File: src/brace_hash_frame_receiver_defines.svh
// assertion macros for the brace hash frame receiver
`ifndef BRACE_HASH_FRAME_RECEIVER_DEFINES_SVH
`define BRACE_HASH_FRAME_RECEIVER_DEFINES_SVH

// same-cycle implication, disabled during reset
`define BHFR_ASSERT_NOW(lbl, ante, cons, msg) \
  lbl: assert property (@(posedge clk) disable iff (!rst_n) (ante) |-> (cons)) else $error(msg);

// next-cycle implication, disabled during reset
`define BHFR_ASSERT_NEXT(lbl, ante, cons, msg) \
  lbl: assert property (@(posedge clk) disable iff (!rst_n) (ante) |=> (cons)) else $error(msg);

`endif

File: src/bhfr_pkg.sv
// shared types and constants of the brace hash frame receiver
`timescale 1ns / 1ps
package bhfr_pkg;

  localparam logic [7:0] CH_HASH  = 8'h23;
  localparam logic [7:0] CH_OPEN  = 8'h7B;
  localparam logic [7:0] CH_CLOSE = 8'h7D;
  localparam logic [7:0] CH_ORDER = 8'h4F;
  localparam logic [7:0] CH_RESP  = 8'h52;
  localparam logic [7:0] CH_ZERO  = 8'h30;
  localparam logic [7:0] CH_NINE  = 8'h39;

  localparam logic [7:0] MAX_LENGTH_RESET = 8'd100;
  localparam int         QUEUE_DEPTH      = 2;

  localparam logic [1:0] CMD_EMIT  = 2'd0;
  localparam logic [1:0] CMD_CLOSE = 2'd1;
  localparam logic [1:0] CMD_DROP  = 2'd2;

  localparam logic [1:0] KIND_PAYLOAD = 2'd0;
  localparam logic [1:0] KIND_FRAME   = 2'd1;
  localparam logic [1:0] KIND_DROP    = 2'd2;

  localparam logic [1:0] FT_ORDER = 2'd0;
  localparam logic [1:0] FT_RESP  = 2'd1;
  localparam logic [1:0] FT_OTHER = 2'd2;

  localparam logic [1:0] PH_TYPE   = 2'd0;
  localparam logic [1:0] PH_DIGITS = 2'd1;
  localparam logic [1:0] PH_DONE   = 2'd2;

  typedef struct packed {
    logic [1:0] op;
    logic [7:0] data;
  } cmd_t;

endpackage

File: src/brace_hash_frame_receiver.sv
// top level of the brace hash frame receiver
//
//   channel | handshake            | word
//   --------+----------------------+-----------------------------------------
//   in      | in_valid / in_stall  | in_rx_byte
//   out     | out_valid / out_stall| out_kind, out_payload, out_frame_type,
//           |                      | out_message_id
//   cfg     | cfg_wr_en            | cfg_wr_data (max_length)
//
// one byte per cycle while in_stall is low; the front classifies a byte in its accept cycle
// a result word reaches the result register through the command queue after the byte that causes it is accepted
// synchronous reset restores max_length 100 and clears all frame state
// in_stall rises only while the command queue holds QDEPTH words
// out_stall holds the result register; the queue absorbs bytes meanwhile
`timescale 1ns / 1ps
`include "brace_hash_frame_receiver_defines.svh"
module brace_hash_frame_receiver #(
  parameter int QDEPTH = bhfr_pkg::QUEUE_DEPTH
) (
  input  logic        clk,
  input  logic        rst_n,
  input  logic        cfg_wr_en,
  input  logic [7:0]  cfg_wr_data,
  input  logic        in_valid,
  output logic        in_stall,
  input  logic [7:0]  in_rx_byte,
  output logic        out_valid,
  input  logic        out_stall,
  output logic [1:0]  out_kind,
  output logic [7:0]  out_payload,
  output logic [1:0]  out_frame_type,
  output logic [31:0] out_message_id
);
  import bhfr_pkg::*;

  logic [7:0] max_length_r, max_length_nxt;
  logic       in_accept;
  logic       q_push, q_pop, q_empty, q_full;
  cmd_t       push_cmd, head_cmd;

  assign max_length_nxt = cfg_wr_en ? cfg_wr_data : max_length_r;

  always_ff @(posedge clk) begin
    if (!rst_n) begin
      max_length_r <= MAX_LENGTH_RESET;
    end else begin
      max_length_r <= max_length_nxt;
    end
  end

  assign in_stall  = q_full;
  assign in_accept = in_valid && !q_full;

  bhfr_front u_front (
    .clk        (clk),
    .rst_n      (rst_n),
    .accept     (in_accept),
    .rx_byte    (in_rx_byte),
    .max_length (max_length_r),
    .push       (q_push),
    .cmd        (push_cmd)
  );

  bhfr_queue #(
    .DEPTH (QDEPTH)
  ) u_queue (
    .clk      (clk),
    .rst_n    (rst_n),
    .push     (q_push),
    .push_cmd (push_cmd),
    .pop      (q_pop),
    .head_cmd (head_cmd),
    .empty    (q_empty),
    .full     (q_full)
  );

  bhfr_back u_back (
    .clk            (clk),
    .rst_n          (rst_n),
    .cmd_valid      (!q_empty),
    .cmd            (head_cmd),
    .pop            (q_pop),
    .out_valid      (out_valid),
    .out_stall      (out_stall),
    .out_kind       (out_kind),
    .out_payload    (out_payload),
    .out_frame_type (out_frame_type),
    .out_message_id (out_message_id)
  );

  `BHFR_ASSERT_NOW(a_push_not_full, q_push, !q_full, "command pushed into a full queue")
  `BHFR_ASSERT_NOW(a_pop_not_empty, q_pop, !q_empty, "command popped from an empty queue")
  `BHFR_ASSERT_NOW(a_non_frame_zero, out_valid && (out_kind != KIND_FRAME), (out_frame_type == FT_ORDER) && (out_message_id == '0), "frame fields set on a non-frame word")
  `BHFR_ASSERT_NEXT(a_pop_loads_out, q_pop, out_valid, "popped command did not reach the result register")

endmodule

File: src/bhfr_front.sv
// front end: delimiter detection, length check and one-byte hold
`timescale 1ns / 1ps
module bhfr_front (
  input  logic              clk,
  input  logic              rst_n,
  input  logic              accept,
  input  logic [7:0]        rx_byte,
  input  logic [7:0]        max_length,
  output logic              push,
  output bhfr_pkg::cmd_t    cmd
);
  import bhfr_pkg::*;

  logic       in_frame_r, in_frame_nxt;
  logic [7:0] prev_r, prev_nxt;
  logic [7:0] count_r, count_nxt;
  logic [7:0] held_r, held_nxt;
  logic       held_valid_r, held_valid_nxt;
  logic       open_pair, close_pair;

  assign open_pair  = (rx_byte == CH_HASH) && (prev_r == CH_OPEN);
  assign close_pair = (rx_byte == CH_CLOSE) && (prev_r == CH_HASH);

  always_comb begin
    in_frame_nxt   = in_frame_r;
    prev_nxt       = prev_r;
    count_nxt      = count_r;
    held_nxt       = held_r;
    held_valid_nxt = held_valid_r;
    push           = 1'b0;
    cmd.op         = CMD_EMIT;
    cmd.data       = held_r;
    if (accept) begin
      prev_nxt = rx_byte;
      if (open_pair || (in_frame_r && close_pair)) begin
        if (in_frame_r) begin
          push   = 1'b1;
          cmd.op = CMD_CLOSE;
        end
        in_frame_nxt   = !in_frame_r;
        count_nxt      = '0;
        held_valid_nxt = 1'b0;
      end else if (in_frame_r) begin
        if (count_r >= max_length) begin
          push           = 1'b1;
          cmd.op         = CMD_DROP;
          in_frame_nxt   = 1'b0;
          count_nxt      = '0;
          held_valid_nxt = 1'b0;
        end else begin
          push           = held_valid_r;
          held_nxt       = rx_byte;
          held_valid_nxt = 1'b1;
          count_nxt      = count_r + 8'd1;
        end
      end
    end
  end

  always_ff @(posedge clk) begin
    if (!rst_n) begin
      in_frame_r   <= 1'b0;
      prev_r       <= '0;
      count_r      <= '0;
      held_valid_r <= 1'b0;
    end else begin
      in_frame_r   <= in_frame_nxt;
      prev_r       <= prev_nxt;
      count_r      <= count_nxt;
      held_valid_r <= held_valid_nxt;
    end
    held_r <= held_nxt;
  end

endmodule

File: src/bhfr_queue.sv
// short command queue between front end and back end
`timescale 1ns / 1ps
module bhfr_queue #(
  parameter int DEPTH = bhfr_pkg::QUEUE_DEPTH
) (
  input  logic              clk,
  input  logic              rst_n,
  input  logic              push,
  input  bhfr_pkg::cmd_t    push_cmd,
  input  logic              pop,
  output bhfr_pkg::cmd_t    head_cmd,
  output logic              empty,
  output logic              full
);
  import bhfr_pkg::*;

  localparam int AW = (DEPTH > 1) ? $clog2(DEPTH) : 1;
  localparam int CW = $clog2(DEPTH + 1);

  cmd_t          mem_r [DEPTH];
  logic [AW-1:0] wr_ptr_r, wr_ptr_nxt;
  logic [AW-1:0] rd_ptr_r, rd_ptr_nxt;
  logic [CW-1:0] cnt_r, cnt_nxt;
  logic          do_push, do_pop;

  assign empty    = (cnt_r == '0);
  assign full     = (cnt_r == CW'(DEPTH));
  assign do_push  = push && !full;
  assign do_pop   = pop && !empty;
  assign head_cmd = mem_r[rd_ptr_r];

  always_comb begin
    wr_ptr_nxt = wr_ptr_r;
    rd_ptr_nxt = rd_ptr_r;
    cnt_nxt    = cnt_r;
    if (do_push) begin
      wr_ptr_nxt = (wr_ptr_r == AW'(DEPTH - 1)) ? '0 : wr_ptr_r + 1'b1;
    end
    if (do_pop) begin
      rd_ptr_nxt = (rd_ptr_r == AW'(DEPTH - 1)) ? '0 : rd_ptr_r + 1'b1;
    end
    case ({do_push, do_pop})
      2'b10:   cnt_nxt = cnt_r + 1'b1;
      2'b01:   cnt_nxt = cnt_r - 1'b1;
      default: cnt_nxt = cnt_r;
    endcase
  end

  always_ff @(posedge clk) begin
    if (!rst_n) begin
      wr_ptr_r <= '0;
      rd_ptr_r <= '0;
      cnt_r    <= '0;
    end else begin
      wr_ptr_r <= wr_ptr_nxt;
      rd_ptr_r <= rd_ptr_nxt;
      cnt_r    <= cnt_nxt;
    end
    if (do_push) begin
      mem_r[wr_ptr_r] <= push_cmd;
    end
  end

endmodule

File: src/bhfr_back.sv
// back end: type and id decode, result register
`timescale 1ns / 1ps
module bhfr_back (
  input  logic              clk,
  input  logic              rst_n,
  input  logic              cmd_valid,
  input  bhfr_pkg::cmd_t    cmd,
  output logic              pop,
  output logic              out_valid,
  input  logic              out_stall,
  output logic [1:0]        out_kind,
  output logic [7:0]        out_payload,
  output logic [1:0]        out_frame_type,
  output logic [31:0]       out_message_id
);
  import bhfr_pkg::*;

  logic        valid_r, valid_nxt;
  logic [1:0]  kind_r, kind_nxt;
  logic [7:0]  pay_r, pay_nxt;
  logic [1:0]  ft_r, ft_nxt;
  logic [31:0] id_r, id_nxt;
  logic [1:0]  type_code_r, type_code_nxt;
  logic [31:0] acc_r, acc_nxt;
  logic [1:0]  phase_r, phase_nxt;
  logic [35:0] prod;
  logic        is_digit;

  assign pop      = cmd_valid && (!valid_r || !out_stall);
  assign is_digit = (cmd.data >= CH_ZERO) && (cmd.data <= CH_NINE);
  assign prod     = {1'b0, acc_r, 3'b000} + {3'b000, acc_r, 1'b0}
                  + {28'd0, cmd.data - CH_ZERO};

  always_comb begin
    valid_nxt     = valid_r && out_stall;
    kind_nxt      = kind_r;
    pay_nxt       = pay_r;
    ft_nxt        = ft_r;
    id_nxt        = id_r;
    type_code_nxt = type_code_r;
    acc_nxt       = acc_r;
    phase_nxt     = phase_r;
    if (pop) begin
      valid_nxt = 1'b1;
      pay_nxt   = '0;
      ft_nxt    = FT_ORDER;
      id_nxt    = '0;
      case (cmd.op)
        CMD_EMIT: begin
          kind_nxt = KIND_PAYLOAD;
          pay_nxt  = cmd.data;
          case (phase_r)
            PH_TYPE: begin
              type_code_nxt = (cmd.data == CH_ORDER) ? FT_ORDER :
                              (cmd.data == CH_RESP)  ? FT_RESP  : FT_OTHER;
              phase_nxt     = PH_DIGITS;
            end
            PH_DIGITS: begin
              if (is_digit) begin
                acc_nxt = (prod[35:32] != 4'd0) ? '1 : prod[31:0];
              end else begin
                phase_nxt = PH_DONE;
              end
            end
            default: begin
              phase_nxt = phase_r;
            end
          endcase
        end
        CMD_CLOSE: begin
          kind_nxt      = KIND_FRAME;
          ft_nxt        = type_code_r;
          id_nxt        = acc_r;
          type_code_nxt = FT_OTHER;
          acc_nxt       = '0;
          phase_nxt     = PH_TYPE;
        end
        default: begin
          kind_nxt      = KIND_DROP;
          type_code_nxt = FT_OTHER;
          acc_nxt       = '0;
          phase_nxt     = PH_TYPE;
        end
      endcase
    end
  end

  always_ff @(posedge clk) begin
    if (!rst_n) begin
      valid_r     <= 1'b0;
      type_code_r <= FT_OTHER;
      acc_r       <= '0;
      phase_r     <= PH_TYPE;
    end else begin
      valid_r     <= valid_nxt;
      type_code_r <= type_code_nxt;
      acc_r       <= acc_nxt;
      phase_r     <= phase_nxt;
    end
    kind_r <= kind_nxt;
    pay_r  <= pay_nxt;
    ft_r   <= ft_nxt;
    id_r   <= id_nxt;
  end

  assign out_valid      = valid_r;
  assign out_kind       = kind_r;
  assign out_payload    = pay_r;
  assign out_frame_type = ft_r;
  assign out_message_id = id_r;

endmodule

File: config.mk
export PLATFORM = sky130hd
export DESIGN_NAME = brace_hash_frame_receiver
export DESIGN_NICKNAME = d
export VERILOG_FILES = /design/src/bhfr_pkg.sv /design/src/brace_hash_frame_receiver.sv /design/src/bhfr_front.sv /design/src/bhfr_queue.sv /design/src/bhfr_back.sv
export VERILOG_INCLUDE_DIRS = /design/src /design/src/src
export SDC_FILE = /design/constraint.sdc
export NUM_CORES = 1
export LEC_CHECK = 0
export ABC_AREA = 1
export BUFFER_PORTS_ARGS = -buffer_cell sky130_fd_sc_hd__buf_2
export CAP_MARGIN = 25
export CORE_MARGIN = 5
export CORE_UTILIZATION = 30
export DETAILED_ROUTE_END_ITERATION = 6
export PLACE_DENSITY = 0.51
export SLEW_MARGIN = 20
export SYNTH_ARGS = -nofsm -noshare
export SYNTH_HDL_FRONTEND = slang
export SYNTH_HIERARCHICAL = 1
export SYNTH_SLANG_ARGS = --single-unit
File: constraint.sdc
create_clock -name clk -period 5.9 [get_ports clk]
set_input_delay 1.18 -clock clk [delete_from_list [all_inputs] [get_ports clk]]
set_output_delay 1.18 -clock clk [all_outputs]
set_load 0.02 [all_outputs]
==> results.ini <==
[clock_tree]
cts_resized=0
cts_tree=done
clockBufferDepth=2
clk_pin_slew_ns=0.06
post_cts_buffers=0
clk_latency_ns=0.43
holdBufCountCts=0
cts_buffers=17
cts_root_buffer=clkbuf_16
numClockSinks=140
h-tree-depth=4

[logic_synthesis]
ys_types=40
ys_ff_latch=140
syn_area_per_cell_sq_um=7.41
synth-async-reset-ratio=0
synth-main-ff-cell=edfxtp_1
synthesis.nets=1338
yosys_warnings=6
netlist_instances=1239
synth-edff-count=72
synth_area_sq_um=9180
ys_seq_area_frac=0.384

[drt]
final_antenna_net_count=0
via_count=7637
drc=0
drt-total-wl_mm=22.0
first_iter_violations=377
vias_per_cell=4.46
wl_per_cell_um=12.8
firstDrtPassIters=5

[hold_path]
min_path_type=reg -> reg
hold_path_depth=0
worstHoldEndpoint=u_queue/mem_r[0][2]
worstHoldStart=u_front/held_r[2]

[setup_path]
path_class=reg -> reg
path_max_fanout=32
reg2reg_to=u_back/acc_r[16]
end_kind=flip-flop
reg2reg_depth=19
rrSetupSlack_ns=1.60
setup.worst_path.start_class=flip-flop
cp.arrival_ns=4.61
worstPathRequired_ns=6.21

[floorplanning]
die_w_um=185
fp.dieH_um=185
fp.dieArea_sq_um=34200
core_region_area_sq_um=30400
rows=64
start_util=0.302
pin_count=67

[pwr]
p_leak_nw=5.31
powerDensity_nw_per_um2=208
max-vdd-ir-drop_uv=152

[timing]
final-setup-viol-count=0
setup_tns_ns=0
rsz0062_at_grt=false
skew_ns=0.0110
holdWs_ns=0.449
worst_slew_margin_rel=0.348
fin_crit_sh=0.729
timing.final.max_slew_violations=0
hold_viol_final=0
worstMarginPinSlew_ns=0.976
fin_ws_ns=1.60
period_needed_ns=4.30
fmax_ghz=0.232

[global_routing]
grt_pass1_vias=7572
overflow=0
antenna_found_initial=0
grt_usage=0.133
grt_pass1_wl_mm=36.9
grt_max_degree=33

[layout]
final_cell_mix=349 x nand2_1, 211 x inv_1, 143 x nor2_1
area_delta_synth_final_pct=15.1
n_antenna_cell=0
instances_no_fill=1713
drive_above_1_share=0.131
fillers=3276
postLayoutCellArea_sq_um=10600
final_common_cell=nand2_1
fin_nets=1403

[outcome]
status=completed

[placement]
pre_cts_ws_ns=1.58
post_dp_cell_area_sq_um=9960
dp_cells=1681
port_buffers=66
gp_routability_congestion=0.856
hpwl_mm=17.2

[flow_run]
maxCapViolations=0

worst max-delay path, cell delays in order (launching register included):
cell     delay (ns)
dfxtp_1        0.58
mux2_2         0.43
ha_1           0.23
xor2_1         0.16
fa_1           0.48
inv_1          0.04
ha_1           0.34
nand2_1        0.09
nor2_1         0.10
nand3_1        0.07
nand2_1        0.13
nand2_1        0.08
nand2_2        0.10
nand2_1        0.08
nand3_1        0.07
nand2_1        0.08
nor2_4         0.74
nand3_1        0.17
nand2_1        0.12
a21oi_1        0.07
where the power goes:
group	internal [mW]	total [mW]	switching, mW	leakage, nW
registers	1.02	1.03	0.00549	1.30
clock network	0.617	1.12	0.502	0.306
logic	0.0194	0.0544	0.0349	3.70
total	1.66	2.20	0.542	5.31
cells in the mapped netlist (8+ instances only):
| library cell | number | area share |
|---|---|---|
| buf_6 | 8 | 0.0098 |
| nand4_1 | 10 | 0.0068 |
| clkbuf_1 | 11 | 0.0045 |
| a21oi_1 | 73 | 0.040 |
| xnor2_1 | 15 | 0.014 |
| o21ai_0 | 20 | 0.011 |
| inv_1 | 212 | 0.087 |
| edfxtp_1 | 72 | 0.24 |
| nand2_1 | 349 | 0.14 |
| nand3_1 | 67 | 0.037 |
| nand3_2 | 13 | 0.014 |
| dfxtp_1 | 68 | 0.15 |
| nand2_2 | 18 | 0.012 |
| nor2_1 | 143 | 0.058 |
| ha_1 | 72 | 0.098 |
| mux2_2 | 10 | 0.012 |
| o21bai_1 | 8 | 0.0065 |
cell families after synthesis:
family,Yosys count,share of synthesized area
AND/OR/NAND/NOR,631,0.298
AO/OA/AOI/OAI,112,0.0668
multiplexers,10,0.0123
adder cells (fa/ha/maj),78,0.111
flip-flops,140,0.384
buffers and inverters,247,0.108
XOR/XNOR,21,0.0200
registers in the layout, summed over array words and instances, names as in the netlist, 8 cells and up, named ones only:
register,count
u_front/prev_r,8
u_front/count_r,8
u_back/acc_r,32
u_back/out_payload,8
u_front/held_r,8
u_queue/mem_r,20
u_back/out_message_id,32
max_length_r,8
per-layer routing:
layer | routed length [um] | GRT usage | part of all wire
met1 | 9840 | 0.159 | 0.45
met2 | 11200 | 0.245 | 0.51
met3 | 694 | 0.0255 | 0.032
met4 | 268 | 0.0329 | 0.012
met5 | 0 | 0 | 0
metrics by stage:
step	power, mW	utilization
after floorplan	1.08	-
after global placement	1.10	0.324
after detailed placement	1.10	0.327
after CTS	2.24	0.347
after global routing	2.30	0.347
final	2.20	0.347
area by class of cell:
class / instances / area, sq um / share of cell area
multi-input combinational: 852 / 4670 / 0.441
inverter: 221 / 830 / 0.0785
tap: 396 / 495 / 0.0469
clock buffer: 19 / 475 / 0.0450
clock inverter: 13 / 139 / 0.0131
sequential: 140 / 3520 / 0.333
timing repair buffer: 72 / 443 / 0.0419
worst max path at each step:
| stage | from | end | cells past startpoint |
|---|---|---|---|
| 4_1_cts | flip-flop | u_back/acc_r[16] | 19 |
| 3_3_place_gp | flip-flop | u_back/acc_r[3] | 20 |
| 3_5_place_dp | flip-flop | u_back/acc_r[0] | 19 |
| 5_1_grt | flip-flop | u_back/acc_r[3] | 20 |
| 6_report | flip-flop | u_back/acc_r[16] | 19 |
| 2_1_floorplan | flip-flop | u_back/acc_r[21] | 22 |
Note: power is estimated with default switching activity, not from simulation.
